## src/rtl/srbs_pkg.sv

```systemverilog
`default_nettype none

package srbs_pkg;

    localparam int NUM_BUTTONS = 8;
    localparam int ID_W        = 16;
    localparam int CFG_IDX_W   = 8;
    localparam int CFG_DATA_W  = 64;

    typedef logic [NUM_BUTTONS-1:0]           btn_mask_t;
    typedef logic [NUM_BUTTONS-1:0][ID_W-1:0] id_table_t;

    // Register indexes of the configuration port.
    typedef enum logic [CFG_IDX_W-1:0] {
        REG_ID_MAP_LOW  = 8'd0,
        REG_ID_MAP_HIGH = 8'd1,
        REG_INV_MASK    = 8'd2,
        REG_SCAN_ENABLE = 8'd3
    } cfg_reg_t;

    localparam logic EV_PRESS   = 1'b0;
    localparam logic EV_RELEASE = 1'b1;

    // A finished scan as handed from the shift stage to the event emitter.
    typedef struct packed {
        logic      valid;
        btn_mask_t pending;  // changed and mapped buttons
        btn_mask_t scanned;  // new pressed state
    } scan_t;

endpackage

`default_nettype wire

```

## src/rtl/srbs_scan.sv

```systemverilog
`default_nettype none

module srbs_scan #(
    parameter int SCAN_LEN = 8
) (
    input  wire                    clk,
    input  wire                    rst_n,
    input  wire                    in_valid,
    output logic                   in_ready,
    input  wire                    data_bit,
    input  wire                    scan_enable,
    input  wire srbs_pkg::btn_mask_t inv_mask,
    input  wire srbs_pkg::btn_mask_t mapped,
    input  wire                    emit_busy,
    output srbs_pkg::scan_t        scan
);
    import srbs_pkg::*;

    localparam logic [2:0] LAST_CNT = 3'(SCAN_LEN - 1);

    btn_mask_t  shift_bits_reg, shift_bits_next;
    logic [2:0] bit_counter_reg, bit_counter_next;
    btn_mask_t  pressed_reg, pressed_next;

    logic      completing;
    logic      take;
    btn_mask_t shifted;
    btn_mask_t scanned;
    btn_mask_t changed;

    assign completing = (bit_counter_reg == LAST_CNT);
    // A scan may only finish once the emitter has drained the previous one.
    assign in_ready   = !scan_enable || !(completing && emit_busy);
    assign take       = in_valid && in_ready && scan_enable;

    assign shifted = {shift_bits_reg[NUM_BUTTONS-2:0], data_bit};
    assign scanned = shifted ^ inv_mask;
    assign changed = scanned ^ pressed_reg;

    always_comb
    begin
        shift_bits_next  = shift_bits_reg;
        bit_counter_next = bit_counter_reg;
        pressed_next     = pressed_reg;
        scan.valid       = 1'b0;
        scan.pending     = changed & mapped;
        scan.scanned     = scanned;
        if (take)
        begin
            if (completing)
            begin
                shift_bits_next  = '0;
                bit_counter_next = '0;
                pressed_next     = scanned;
                scan.valid       = 1'b1;
            end
            else
            begin
                shift_bits_next  = shifted;
                bit_counter_next = bit_counter_reg + 3'd1;
            end
        end
    end

    always_ff @(posedge clk or negedge rst_n)
    begin
        if (!rst_n)
        begin
            shift_bits_reg  <= '0;
            bit_counter_reg <= '0;
            pressed_reg     <= '0;
        end
        else
        begin
            shift_bits_reg  <= shift_bits_next;
            bit_counter_reg <= bit_counter_next;
            pressed_reg     <= pressed_next;
        end
    end

endmodule

`default_nettype wire

```

## src/rtl/srbs_emit.sv

```systemverilog
`default_nettype none

module srbs_emit (
    input  wire                          clk,
    input  wire                          rst_n,
    input  wire srbs_pkg::scan_t         scan,
    input  wire srbs_pkg::id_table_t     id_map,
    output logic                         busy,
    output logic                         out_valid,
    input  wire                          out_ready,
    output logic                         event_kind,
    output logic [srbs_pkg::ID_W-1:0]    button_id,
    output logic                         last
);
    import srbs_pkg::*;

    btn_mask_t pending_reg, pending_next;
    btn_mask_t scanned_reg, scanned_next;
    logic      phase_reg, phase_next;   // 0: mapped id event, 1: any-key event
    logic      out_valid_reg, out_valid_next;
    logic      kind_reg, kind_next;
    logic [ID_W-1:0] id_reg, id_next;
    logic      last_reg, last_next;

    logic [2:0] cur;
    logic       emit;
    logic       only_one;

    always_comb
    begin
        cur = '0;
        for (int i = NUM_BUTTONS - 1; i >= 0; i--)
        begin
            if (pending_reg[i])
            begin
                cur = 3'(i);
            end
        end
    end

    assign busy     = (pending_reg != '0);
    assign only_one = ((pending_reg & (pending_reg - btn_mask_t'(1))) == '0);
    assign emit     = busy && (!out_valid_reg || out_ready);

    always_comb
    begin
        pending_next   = pending_reg;
        scanned_next   = scanned_reg;
        phase_next     = phase_reg;
        out_valid_next = out_valid_reg && !out_ready;
        kind_next      = kind_reg;
        id_next        = id_reg;
        last_next      = last_reg;
        if (scan.valid)
        begin
            pending_next = scan.pending;
            scanned_next = scan.scanned;
            phase_next   = 1'b0;
        end
        else if (emit)
        begin
            out_valid_next = 1'b1;
            kind_next      = scanned_reg[cur] ? EV_PRESS : EV_RELEASE;
            id_next        = phase_reg ? '0 : id_map[cur];
            last_next      = phase_reg && only_one;
            if (phase_reg)
            begin
                pending_next[cur] = 1'b0;
                phase_next        = 1'b0;
            end
            else
            begin
                phase_next = 1'b1;
            end
        end
    end

    always_ff @(posedge clk or negedge rst_n)
    begin
        if (!rst_n)
        begin
            pending_reg   <= '0;
            phase_reg     <= 1'b0;
            out_valid_reg <= 1'b0;
        end
        else
        begin
            pending_reg   <= pending_next;
            phase_reg     <= phase_next;
            out_valid_reg <= out_valid_next;
        end
    end

    always_ff @(posedge clk)
    begin
        scanned_reg <= scanned_next;
        kind_reg    <= kind_next;
        id_reg      <= id_next;
        last_reg    <= last_next;
    end

    assign out_valid  = out_valid_reg;
    assign event_kind = kind_reg;
    assign button_id  = id_reg;
    assign last       = last_reg;

endmodule

`default_nettype wire

```

## src/rtl/shift_register_button_scanner_core.sv

```systemverilog
`default_nettype none

// Channel   Direction  Handshake              Payload
// in        input      in_valid / in_ready    data_bit
// out       output     out_valid / out_ready  event_kind, button_id, last
// cfg       input      cfg_valid / cfg_ready  cfg_index, cfg_data
//
// One serial bit is taken per cycle when enabled and in_ready is high; the scan
// finishes on the SCAN_LEN-th bit. A changed scan queues its events in the emitter,
// which issues one event per cycle from its output register as out_ready allows,
// two per changed mapped button. in_ready drops only when a scan would finish while
// the emitter still holds events of the previous scan. cfg_ready is always high.
// Reset clears shift state, pressed state and the emitter; scan_enable resets to 1.
module shift_register_button_scanner_core #(
    parameter int SCAN_BITS = 8
) (
    input  wire                                clk,
    input  wire                                rst_n,
    input  wire                                in_valid,
    output logic                               in_ready,
    input  wire                                data_bit,
    output logic                               out_valid,
    input  wire                                out_ready,
    output logic                               event_kind,
    output logic [srbs_pkg::ID_W-1:0]          button_id,
    output logic                               last,
    input  wire                                cfg_valid,
    output logic                               cfg_ready,
    input  wire  [srbs_pkg::CFG_IDX_W-1:0]     cfg_index,
    input  wire  [srbs_pkg::CFG_DATA_W-1:0]    cfg_data
);
    import srbs_pkg::*;

    localparam int SCAN_LEN = (SCAN_BITS < 1) ? 1 :
                              ((SCAN_BITS > NUM_BUTTONS) ? NUM_BUTTONS : SCAN_BITS);

    logic [CFG_DATA_W-1:0] id_map_low_reg;
    logic [CFG_DATA_W-1:0] id_map_high_reg;
    btn_mask_t             inv_mask_reg;
    logic                  scan_enable_reg;

    id_table_t id_map;
    btn_mask_t mapped;
    scan_t     scan;
    logic      emit_busy;

    assign cfg_ready = 1'b1;

    always_ff @(posedge clk or negedge rst_n)
    begin
        if (!rst_n)
        begin
            id_map_low_reg  <= '0;
            id_map_high_reg <= '0;
            inv_mask_reg    <= '0;
            scan_enable_reg <= 1'b1;
        end
        else if (cfg_valid && cfg_ready)
        begin
            case (cfg_index)
                REG_ID_MAP_LOW:  id_map_low_reg  <= cfg_data;
                REG_ID_MAP_HIGH: id_map_high_reg <= cfg_data;
                REG_INV_MASK:    inv_mask_reg    <= cfg_data[NUM_BUTTONS-1:0];
                REG_SCAN_ENABLE: scan_enable_reg <= cfg_data[0];
                default:         ;
            endcase
        end
    end

    assign id_map = {id_map_high_reg, id_map_low_reg};

    always_comb
    begin
        for (int i = 0; i < NUM_BUTTONS; i++)
        begin
            mapped[i] = (id_map[i] != '0);
        end
    end

    srbs_scan #(
        .SCAN_LEN (SCAN_LEN)
    ) u_scan (
        .clk         (clk),
        .rst_n       (rst_n),
        .in_valid    (in_valid),
        .in_ready    (in_ready),
        .data_bit    (data_bit),
        .scan_enable (scan_enable_reg),
        .inv_mask    (inv_mask_reg),
        .mapped      (mapped),
        .emit_busy   (emit_busy),
        .scan        (scan)
    );

    srbs_emit u_emit (
        .clk        (clk),
        .rst_n      (rst_n),
        .scan       (scan),
        .id_map     (id_map),
        .busy       (emit_busy),
        .out_valid  (out_valid),
        .out_ready  (out_ready),
        .event_kind (event_kind),
        .button_id  (button_id),
        .last       (last)
    );

    // The final event of a scan is always the any-key event.
    a_last_is_any_key: assert property (
        @(posedge clk) disable iff (!rst_n)
        out_valid |-> (!last || button_id == '0))
        else $error("last event carries a mapped id");

    // A mapped id event is followed directly by its any-key event of the same kind.
    a_any_key_follows: assert property (
        @(posedge clk) disable iff (!rst_n)
        (out_valid && out_ready && button_id != '0)
            |=> (out_valid && button_id == '0 && $stable(event_kind)))
        else $error("any-key event missing after mapped event");

    // A scan never completes while scanning is disabled or events are still queued.
    a_no_scan_overrun: assert property (
        @(posedge clk) disable iff (!rst_n)
        scan.valid |-> (scan_enable_reg && !emit_busy))
        else $error("scan completed over pending events");

endmodule

`default_nettype wire
```

## config.mk

```make
export PLATFORM = sky130hd
export DESIGN_NAME = shift_register_button_scanner_core
export DESIGN_NICKNAME = d
export VERILOG_FILES = /design/src/rtl/srbs_pkg.sv /design/src/rtl/srbs_scan.sv /design/src/rtl/srbs_emit.sv /design/src/rtl/shift_register_button_scanner_core.sv
export SDC_FILE = /design/constraint.sdc
export NUM_CORES = 1
export LEC_CHECK = 0
export BUFFER_PORTS_ARGS = -buffer_cell sky130_fd_sc_hd__buf_2
export CAP_MARGIN = 20
export CORE_ASPECT_RATIO = 1.25
export CORE_MARGIN = 2
export CORE_UTILIZATION = 55
export CTS_BUF_LIST = sky130_fd_sc_hd__clkbuf_8 sky130_fd_sc_hd__clkbuf_16
export CTS_CLUSTER_SIZE = 12
export DETAILED_ROUTE_END_ITERATION = 10
export HOLD_SLACK_MARGIN = 0.15
export PLACE_DENSITY = 0.76
export SETUP_SLACK_MARGIN = 0.4
export SLEW_MARGIN = 10
export SYNTH_ARGS = -nofsm -noshare
export SYNTH_HDL_FRONTEND = slang
export SYNTH_HIERARCHICAL = 1
export SYNTH_SLANG_ARGS = --single-unit
```

## constraint.sdc

```tcl
create_clock -name clk -period 4 [get_ports clk]
set_input_delay 0.4 -clock clk [delete_from_list [all_inputs] [get_ports clk]]
set_output_delay 0.4 -clock clk [all_outputs]
set_load 0.005 [all_outputs]
```

==> flow_metrics.env, run 1 <==
export IMPL_hp_class="input pin to flip-flop"
export IMPL_cp_top_family="simple AND/OR/NAND/NOR gates"
export IMPL_antenna_left=0
export IMPL_synth_top_area_cell="dfrtp_1"
export IMPL_dp_hpwl_mm=18.34
export IMPL_rows=52
export IMPL_slew_headroom_pct=35.82
export IMPL_ys_seq_area_share_pct=54.65
export IMPL_fin_tns_setup_ns=0
export IMPL_worst_slack_ns=1.187
export IMPL_clockRootBuffer="clkbuf_16"
export IMPL_grt_pass1_vias=6432
export IMPL_core_area_um2=16070
export IMPL_seqPwrFrac_pct=54.6
export IMPL_power_density_nw_per_um2=387.3
export IMPL_worst_path_max_delay_cell="dfrtp_1"
export IMPL_crit_buf_inv=2
export IMPL_dr_pass1_iters=5
export IMPL_crit_fanout=21
export IMPL_p_switching_uw=947.7
export IMPL_crit_arrival_ns=2.94
export IMPL_internal_power_uw=2958
export IMPL_setup_viol=0
export IMPL_critPathKind="flip-flop to flip-flop"
export IMPL_rsz0062_at_grt="false"
export IMPL_fin_skew_ns=0.008874
export IMPL_path_cells="nor2_1, nand4_1, nand4b_2, inv_1, buf_4"
export IMPL_die_y_um=146.9
export IMPL_nFillCells=1264
export IMPL_grt_use_total_pct=29.08
export IMPL_area_delta_synth_final_pct=12.24
export IMPL_synth_nets=762
export IMPL_vias_per_cell=6.347
export IMPL_via_count=6360
export IMPL_p_clk_share_pct=37.8
export IMPL_hold_viol=0
export IMPL_htreeDepth=4
export IMPL_clk_latency_ns=0.43
export IMPL_netlist_top_cells_area="dfrtp_1 (46%), mux2_1 (15%), edfxtp_1 (8.7%), mux2_2 (3.3%), a22oi_1 (2.5%)"
export IMPL_critical_path_required_ns=4.13
export IMPL_yosysMostFrequentCell="dfrtp_1"
export IMPL_overflow=0
export IMPL_status="complete, no violations"
export IMPL_drv_slew=0
export IMPL_ys_ff_latch=191
export IMPL_cap_viol_max_count=0
export IMPL_async_flop_share_pct=86.39
export IMPL_synth_cell_types=68
export IMPL_start_util_pct=55.92
export IMPL_clkSinkCount=191
export IMPL_post_route_min_period_ns=2.813
export IMPL_ir_drop_mv=0.2854
export IMPL_crit_path_max_incr_delay_ns=0.62
export IMPL_avgSynthCellArea_um2=13.18
export IMPL_die_width_um=118.3
export IMPL_drtIter0Drc=627
export IMPL_final_nets=853
export IMPL_drt_total_wl_mm=24.45
export IMPL_wl_per_cell_um=24.40
export IMPL_grt_pass1_wl_mm=37.85
export IMPL_cts_tree="done"
export IMPL_syn_area_um2=8986
export IMPL_port_buffers=97
export IMPL_yosys_area_top_type_share_pct=45.67
export IMPL_synth_ff_type="dfrtp_1"
export IMPL_max_freq_mhz=355.5
export IMPL_post_route_util_pct=62.76
export IMPL_grt_max_degree=103
export IMPL_post_cts_setup_buffers=0
export IMPL_post_route_period_util_pct=70.32
export IMPL_cts_buffers=17
export IMPL_grt_antenna_before_repair=0
export IMPL_ys_warn_count=6
export IMPL_diodes=0
export IMPL_comb_power_share_pct=7.6
export IMPL_gp_congestion=0.9658
export IMPL_critPathCaptureType="flip-flop"
export IMPL_drc=0
export IMPL_drive_gt1_share_pct=24.30
export IMPL_cts_reportedPaths_clkPinSlew_ns=0.06
export IMPL_tightest_slew_ns=0.9628
export IMPL_dieArea_um2=17380
export IMPL_start_kind="flip-flop"
export IMPL_num_io_pins=99
export IMPL_clockBufferDepth=2
export IMPL_synthCells=682
export IMPL_synthTopCellsByCount="dfrtp_1 (164), mux2_1 (120), nand2_1 (35)"
export IMPL_synth_edf_count=26
export IMPL_p_leak_uw=0.005016
export IMPL_p_sw_share_pct=24.26
export IMPL_pre_cts_ws_ns=1.234
==> final cells by class <==
class	count	area [um^2]	area share (%)
Clock buffer	17	425.4	4.218
Tap cell	216	270.3	2.680
Inverter	3	11.26	0.1116
Multi-Input combinational cell	451	3786	37.54
Sequential cell	191	4911	48.69
Clock inverter	15	85.08	0.8436
Timing Repair Buffer	109	596.8	5.917
==> what timing repair did <==
action	4_1_cts	5_1_grt
hold buffers	1	0
endpoints found under the hold margin	99	0
resized for setup	0	0
==> power groups by stage <==
| stage | logic, uW | registers (uW) | clock network, uW |
|---|---|---|---|
| 4_1_cts | 300 | 2130 | 1500 |
| 3_3_place_gp | 284 | 2160 | 0 |
| 6_report | 298 | 2130 | 1480 |
| 5_1_grt | 323 | 2140 | 1590 |
| 2_1_floorplan | 146 | 2130 | 0 |
| 3_5_place_dp | 297 | 2170 | 0 |
==> stage by stage <==
step | cell area [um^2] | hold WS [ns] | total power, uW | std cells
after floorplan | 8986 | 0.1044 | 2272 | 682
after global placement | 9565 | 0.4963 | 2445 | 969
after detailed placement | 9565 | 0.5036 | 2463 | 969
after CTS | 10090 | 0.1799 | 3936 | 1002
after global routing | 10090 | 0.1855 | 4048 | 1002
final | 10090 | 0.1929 | 3906 | 1002
==> per-layer routing <==
| metal | track usage [%] | share of wire, % |
|---|---|---|
| met1 | 37.10 | 39 |
| met3 | 6.444 | 7.0 |
| met2 | 47.46 | 49 |
| met5 | 0 | 0 |
| met4 | 13.61 | 4.2 |
==> worst register-to-register path, stage by stage (launching register included) <==
cell	delay [ns]
dfrtp_1	0.62
nor2_1	0.46
nand4_1	0.33
nand4b_2	0.48
inv_1	0.34
buf_4	0.28
==> kinds of logic after synthesis <==
family,count (synthesis),share of synthesized area [%]
AND/OR/NAND/NOR,146,9.705
adder cells (fa/ha/maj),3,0.4037
buffers and inverters,40,3.272
XOR/XNOR,17,1.657
flip-flops,191,54.65
AO/OA/AOI/OAI,126,10.53
multiplexers,158,19.74
other,1,0.04173
==> cell usage in the layout, fill, tap and decap left out, drive strengths merged, types with 2 or more instances in the layout <==
cell / netlist / routed
dfrtp: 164 / 164
mux2: 148 / 148
buf: 31 / 108
nand2: 36 / 36
nor4: 32 / 32
o21ai: 32 / 32
a22oi: 30 / 30
edfxtp: 26 / 26
nor2: 21 / 21
nand3: 18 / 18
clkbuf: 6 / 17
xor2: 17 / 17
a22o: 16 / 16
a21oi: 11 / 11
nand4: 11 / 11
mux2i: 10 / 10
o221ai: 9 / 9
and2: 8 / 8
inv: 3 / 8
o31ai: 7 / 7
clkinv: 0 / 7
a221oi: 5 / 5
a31oi: 4 / 4
clkinvlp: 0 / 3
nand2b: 3 / 3
nor2b: 3 / 3
or2: 3 / 3
nor4bb: 2 / 2
a41oi: 2 / 2
ha: 2 / 2
nor3: 2 / 2
nand4b: 2 / 2
==> worst paths after layout <==
kind / slack, ns / cells after the start / start / to
min in group asynchronous: 0.64 / 2 / rst_n / id_map_high_reg[59]
worst max-delay path: 1.19 / 5 / u_emit/pending_reg[6] / u_emit/scanned_reg[2]
worst min-delay path: 0.19 / 2 / cfg_data[13] / id_map_low_reg[13]
max in group asynchronous: 2.26 / 3 / rst_n / id_map_low_reg[12]
worst max register to register: 1.19 / 5 / u_emit/pending_reg[6] / u_emit/scanned_reg[2]
worst min register to register: 0.52 / 1 / u_scan/bit_counter_reg[2] / u_scan/bit_counter_reg[2]
Power figures use the tool's default switching activity.
==> inputs of run 2 (changes only) <==
Settings changed: CORE_UTILIZATION 55 to 53.
Clock period 4 ns to 2.3 ns, I/O delays scaled along.
==> run 2 against run 1 <==
  * Highest routed layer unchanged
  * Final cell count up 8.9%
  * Critical endpoint is now u_emit/button_id[6]
  * Largest power group unchanged
  * Worst setup slack worse by 0.77 ns
  * Clock power up 110%
  * Via count up 8.5%
==> flow_metrics.env, run 2 (synthesis results as in run 1) <==
export IMPL_cts_buffers=17
export IMPL_hold_viol=0
export IMPL_drt_total_wl_mm=26.14
export IMPL_fin_skew_ns=0.01385
export IMPL_grt_antenna_before_repair=0
export IMPL_overflow=0
export IMPL_die_width_um=120.5
export IMPL_holdCritStartpoint="out_ready"
export IMPL_port_buffers=97
export IMPL_post_route_period_util_pct=81.82
export IMPL_grt_max_degree=73
export IMPL_vias_per_cell=6.323
export IMPL_p_leak_uw=0.005450
export IMPL_hp_class="input pin to flip-flop"
export IMPL_crit_fanout=9
export IMPL_core_area_um2=16710
export IMPL_clockBufferDepth=2
export IMPL_start_util_pct=53.77
export IMPL_gp_congestion=1.005
export IMPL_max_freq_mhz=531.4
export IMPL_critPathKind="flip-flop to flip-flop"
export IMPL_final_cell_mix="dfrtp_1 (158), mux2_1 (120), buf_2 (96)"
export IMPL_start_kind="flip-flop"
export IMPL_critical_path_required_ns=2.48
export IMPL_grt_pass1_vias=6856
export IMPL_critPathCaptureType="flip-flop"
export IMPL_cts_reportedPaths_clkPinSlew_ns=0.08
export IMPL_cap_viol_max_count=0
export IMPL_slew_headroom_pct=58.48
export IMPL_setup_viol=0
export IMPL_fin_tns_setup_ns=0
export IMPL_clockRootBuffer="clkbuf_16"
export IMPL_diodes=0
export IMPL_dp_hpwl_mm=18.36
export IMPL_layout_commonest_cell="dfrtp_1"
export IMPL_rows=53
export IMPL_htreeDepth=4
export IMPL_num_io_pins=99
export IMPL_area_delta_synth_final_pct=24.53
export IMPL_via_count=6898
export IMPL_reg2reg_from="u_emit/pending_reg[2]"
export IMPL_total_power_uw=7493
export IMPL_reg2reg_depth=5
export IMPL_dr_pass1_iters=8
export IMPL_drv_slew=0
export IMPL_post_route_min_period_ns=1.882
export IMPL_dieArea_um2=18020
export IMPL_wl_per_cell_um=23.96
export IMPL_tightest_slew_ns=0.6227
export IMPL_cts_tree="done"
export IMPL_rsz0062_at_grt="true"
export IMPL_clkSinkCount=191
export IMPL_power_density_nw_per_um2=669.6
export IMPL_die_y_um=149.6
export IMPL_clk_latency_ns=0.45
export IMPL_antenna_left=0
export IMPL_ir_drop_mv=0.4591
export IMPL_drive_gt1_share_pct=26.98
export IMPL_final_nets=938
export IMPL_drtIter0Drc=689
export IMPL_grt_use_total_pct=29.41
export IMPL_status="complete, no violations"
export IMPL_grt_pass1_wl_mm=39.39
export IMPL_crit_arrival_ns=2.06
export IMPL_hold_depth=3
export IMPL_drc=0
export IMPL_crit_start="u_emit/pending_reg[2]"
-- run 2: cell types whose count changed in the layout (fill, tap and decap cells not counted), moves of 4 or more --
cell and change:
nor2_4 +6, buf_4 +8, inv_6 +4, dfrtp_2 +6, buf_12 +5, bufinv_16 +4
dfrtp_1 -6, dlygate4sd3_1 +66, inv_1 -5, nor2_1 -5
-- run 2: final timing paths --
kind,to,slack (ns)
worst max register to register,u_emit/button_id[6],0.42
min in group asynchronous,id_map_high_reg[43],0.24
max in group asynchronous,id_map_low_reg[21],1.38
worst min-delay path,u_emit/out_valid,0.17
worst max-delay path,u_emit/button_id[6],0.42
worst min register to register,id_map_low_reg[45],0.53
-- run 2: worst max-delay path, stage by stage, from the launching register on --
cell	delay [ns]
dfrtp_2	0.51
nor3_4	0.36
o21a_4	0.26
nor2_8	0.09
mux2i_1	0.24
o221ai_1	0.17
-- run 2: metrics by stage --
step                      hold slack (ns)  cells  util [%]  instance area (um^2)  setup WS [ns]
after global routing               0.1640   1091     66.97                 11190         0.3826
after CTS                          0.1598   1079     65.99                 11030         0.3649
after floorplan                  -0.06559    682         -                  9056         0.3249
after detailed placement           0.1356    978     58.02                  9696        0.04942
final                              0.1675   1091     66.97                 11190         0.4182
after global placement             0.1305    978     58.02                  9696         0.1087
-- run 2: report_power, final --
group | leakage [uW] | internal, uW | total [uW] | switching (uW)
Combinational | 0.00263 | 311 | 611 | 300
Clock | 0.000308 | 1840 | 3170 | 1330
Sequential | 0.00251 | 3560 | 3710 | 154
Total | 0.00545 | 5710 | 7490 | 1790
-- run 2: layout make-up --
cell class,count,area (um^2)
multi-input combinational,453,3876
sequential,191,4918
tap,220,275.3
fill,1208,5520
clock buffer,17,425.4
timing repair buffer,192,1476
inverter,3,13.76
clock inverter,15,205.2
-- run 2: timing repair --
action,in CTS,in global routing
setup buffers,3,8
hold buffers,66,1
setup endpoints to repair,54,62
resized for setup,2,14
cloned,0,3
pin swaps,4,6
endpoints found under the hold margin,302,1
-- run 2: layer usage --
layer / track usage, % / vias to the layer above / share of wire [%]
met3: 5.488 / 101 / 7.2
met5: 0 / - / 0
met4: 12.79 / 0 / 5.0
li1: - / 2958 / -
met1: 36.28 / 3428 / 38
met2: 50.51 / 411 / 50
==> inputs of run 3 (changes only) <==
Settings changed: ABC_AREA set to 1, CORE_UTILIZATION 53 to 55, PLACE_DENSITY 0.76 to 0.75.
Clock period 2.3 ns to 1.8 ns, I/O delays scaled along.
==> run 3 against run 2 <==
  * The flow now finishes with violations (negative setup slack)
  * Clock skew is 0.0054 ns lower
  * Non-clock buffer count is 69 higher
  * Sequential share of layout area is 7.4 points lower
  * Fmax is 5.2% lower
  * Critical endpoint is now u_emit/button_id[10]
  * Highest routed layer unchanged
==> flow_metrics.env, run 3 <==
export IMPL_grt_pass1_wl_mm=50.45
export IMPL_ys_seq_area_share_pct=48.46
export IMPL_holdCritStartpoint="cfg_index[7]"
export IMPL_post_route_util_pct=74.30
export IMPL_cts_reportedPaths_clkPinSlew_ns=0.07
export IMPL_drive_gt1_share_pct=23.04
export IMPL_htreeDepth=4
export IMPL_grt_pass1_vias=9718
export IMPL_synth_nets=1391
export IMPL_max_freq_mhz=503.6
export IMPL_grt_use_total_pct=32.66
export IMPL_critPathKind="flip-flop to flip-flop"
export IMPL_start_kind="flip-flop"
export IMPL_setup_viol=42
export IMPL_core_area_um2=18100
export IMPL_violations="negative setup slack"
export IMPL_rows=55
export IMPL_dr_pass1_iters=6
export IMPL_diodes=0
export IMPL_postPlaceCellArea_um2=11080
export IMPL_drt_total_wl_mm=33.49
export IMPL_worst_slack_ns=-0.1858
export IMPL_start_util_pct=55.99
export IMPL_nFillCells=1258
export IMPL_dp_cells=1620
export IMPL_clockRootBuffer="clkbuf_16"
export IMPL_reg2reg_from="u_emit/pending_reg[5]"
export IMPL_p_leak_uw=0.006937
export IMPL_critPathCaptureType="flip-flop"
export IMPL_drv_slew=0
export IMPL_final_cells=1756
export IMPL_hold_worst_slack_ns=0.1922
export IMPL_grt_antenna_before_repair=0
export IMPL_netlist_top_cells_area="dfrtp_1 (40%), nand2_1 (17%), nand3_1 (11%), edfxtp_1 (7.7%), nor2_1 (5.3%)"
export IMPL_gp_congestion=0.9740
export IMPL_drc=0
export IMPL_synth_top_area_cell="dfrtp_1"
export IMPL_layout_commonest_cell="nand2_1"
export IMPL_pre_cts_ws_ns=-0.1028
export IMPL_die_y_um=155.8
export IMPL_synth_ff_type="dfrtp_1"
export IMPL_dieArea_um2=19530
export IMPL_hp_class="input pin to flip-flop"
export IMPL_port_buffers=97
export IMPL_avgSynthCellArea_um2=7.730
export IMPL_hold_viol=0
export IMPL_synth_cell_types=37
export IMPL_die_width_um=125.4
export IMPL_rsz0062_at_grt="true"
export IMPL_syn_area_um2=10130
export IMPL_crit_top_cell="nand2_4"
export IMPL_final_area_um2=13450
export IMPL_num_io_pins=99
export IMPL_clk_latency_ns=0.44
export IMPL_antenna_left=0
export IMPL_worst_path_max_delay_cell="dfrtp_1"
export IMPL_reg2reg_depth=12
export IMPL_wl_per_cell_um=19.07
export IMPL_area_delta_synth_final_pct=32.69
export IMPL_post_route_min_period_ns=1.986
export IMPL_ys_warn_count=6
export IMPL_synth_edf_count=26
export IMPL_vias_per_cell=5.911
export IMPL_ir_drop_mv=0.7465
export IMPL_clkSinkCount=191
export IMPL_ys_ff_latch=191
export IMPL_path_cells="nor2_2, buf_4, buf_6, nand2_4, nand2_4, nand2_4, nor2_4, clkbuf_16, nand3_1, nand2_1, nor2_2, a21oi_1"
export IMPL_grt_max_degree=70
export IMPL_cts_buffers=17
export IMPL_yosysMostFrequentCell="nand2_1"
export IMPL_power_density_nw_per_um2=835.2
export IMPL_rrSetupSlack_ns=-0.19
export IMPL_crit_path_max_incr_delay_ns=0.41
export IMPL_async_flop_share_pct=86.39
export IMPL_via_count=10380
export IMPL_crit_fanout=15
export IMPL_reg2reg_to="u_emit/button_id[10]"
export IMPL_crit_arrival_ns=2.27
export IMPL_drtIter0Drc=1358
export IMPL_status="finished, violations left"
export IMPL_post_route_period_util_pct=110.3
export IMPL_yosys_area_top_type_share_pct=40.50
export IMPL_cap_viol_max_count=0
export IMPL_synthTopCellsByCount="nand2_1 (469), nand3_1 (215), dfrtp_1 (164)"
export IMPL_overflow=0
export IMPL_final_cell_mix="nand2_1 (437), nand3_1 (193), dfrtp_1 (164)"
export IMPL_clockBufferDepth=2
export IMPL_hold_path_end="scan_enable_reg"
export IMPL_critical_path_required_ns=2.08
export IMPL_dp_hpwl_mm=20.50
export IMPL_synthCells=1311
export IMPL_final_nets=1595
export IMPL_hold_depth=6
export IMPL_cts_tree="done"
export IMPL_fin_skew_ns=0.008409
run 3: cell count changes after synthesis, moves of 17 or more:
cell     change
a21oi_1     +23
a22oi_1     -30
inv_1       +49
mux2_1     -120
mux2_2      -26
nand2_1    +434
nand3_1    +198
nand4_1     +55
nor2_1     +124
nor4_1      -31
xor2_1      -17
run 3: cell families (layout without fill, tap and decap cells):
kind of cell	after synthesis	in the layout	synth area share (%)
DFF	191	191	48.46
and+or+nand+nor	923	923	40.14
other	1	1	0.03701
AOI/OAI and AO/OA	59	59	3.124
buffers and inverters	135	352	7.988
adders and majority gates	2	2	0.2469
run 3: power by group:
part	total (uW)	internal (uW)	switching [uW]	leakage [uW]
registers	5100	4770	327	0.00249
logic	2290	873	1420	0.00414
clock network	3840	2190	1650	0.000309
total	11200	7830	3400	0.00694
run 3: repair_timing:
action                                 in CTS  in global routing
hold buffers                               70                  0
pin swaps                                  15                 28
endpoints found under the hold margin     303                  0
setup endpoints to repair                  73                 75
cloned                                      6                  7
gates resized for setup                    87                 71
buffers inserted                           10                 11
run 3: final cells by class:
class	count	area (um^2)	area share [%]
well taps	228	285.3	2.122
clock buffers	21	480.5	3.573
repair buffers	261	2545	18.93
multi-input cells	985	4863	36.17
clock inverters	11	116.4	0.8654
flip-flops and latches	191	4911	36.52
inverters	59	245.2	1.824
run 3: worst max-delay path by stage:
stage                       endpoint  slack, ns             startpoint  depth (start not counted)
6_report        u_emit/button_id[10]      -0.19  u_emit/pending_reg[5]                         12
5_1_grt          u_emit/button_id[1]      -0.26  u_emit/pending_reg[4]                         11
4_1_cts         u_emit/button_id[10]      -0.09  u_emit/pending_reg[5]                         12
3_5_place_dp   u_scan/pressed_reg[0]      -0.10  u_emit/pending_reg[6]                         11
3_3_place_gp     u_emit/button_id[0]      -0.08  u_emit/pending_reg[6]                         12
2_1_floorplan    u_emit/button_id[0]      -0.37  u_emit/pending_reg[5]                         11
run 3: through the flow:
stage / TNS (ns) / total power (uW)
finish: -3.483 / 11230
global route: -9.723 / 11630
detailed placement: -3.228 / 6988
floorplan: -8.932 / 6161
global placement: -1.512 / 6941
CTS: -2.328 / 11010
run 3: routing by layer:
metal	track usage (%)	vias up	wire, um
li1	-	4709	-
met1	41.48	4916	12540
met2	55.87	626	16530
met3	4.801	128	2784
met4	14.39	0	1632
met5	0	-	0
run 3: critical path: cells and delay by family (launching register included):
family                 cells  cell delay (ns)
DFF                        1             0.41
AOI/OAI and AO/OA          1             0.15
buffers and inverters      3             0.44
and+or+nand+nor            8             0.82
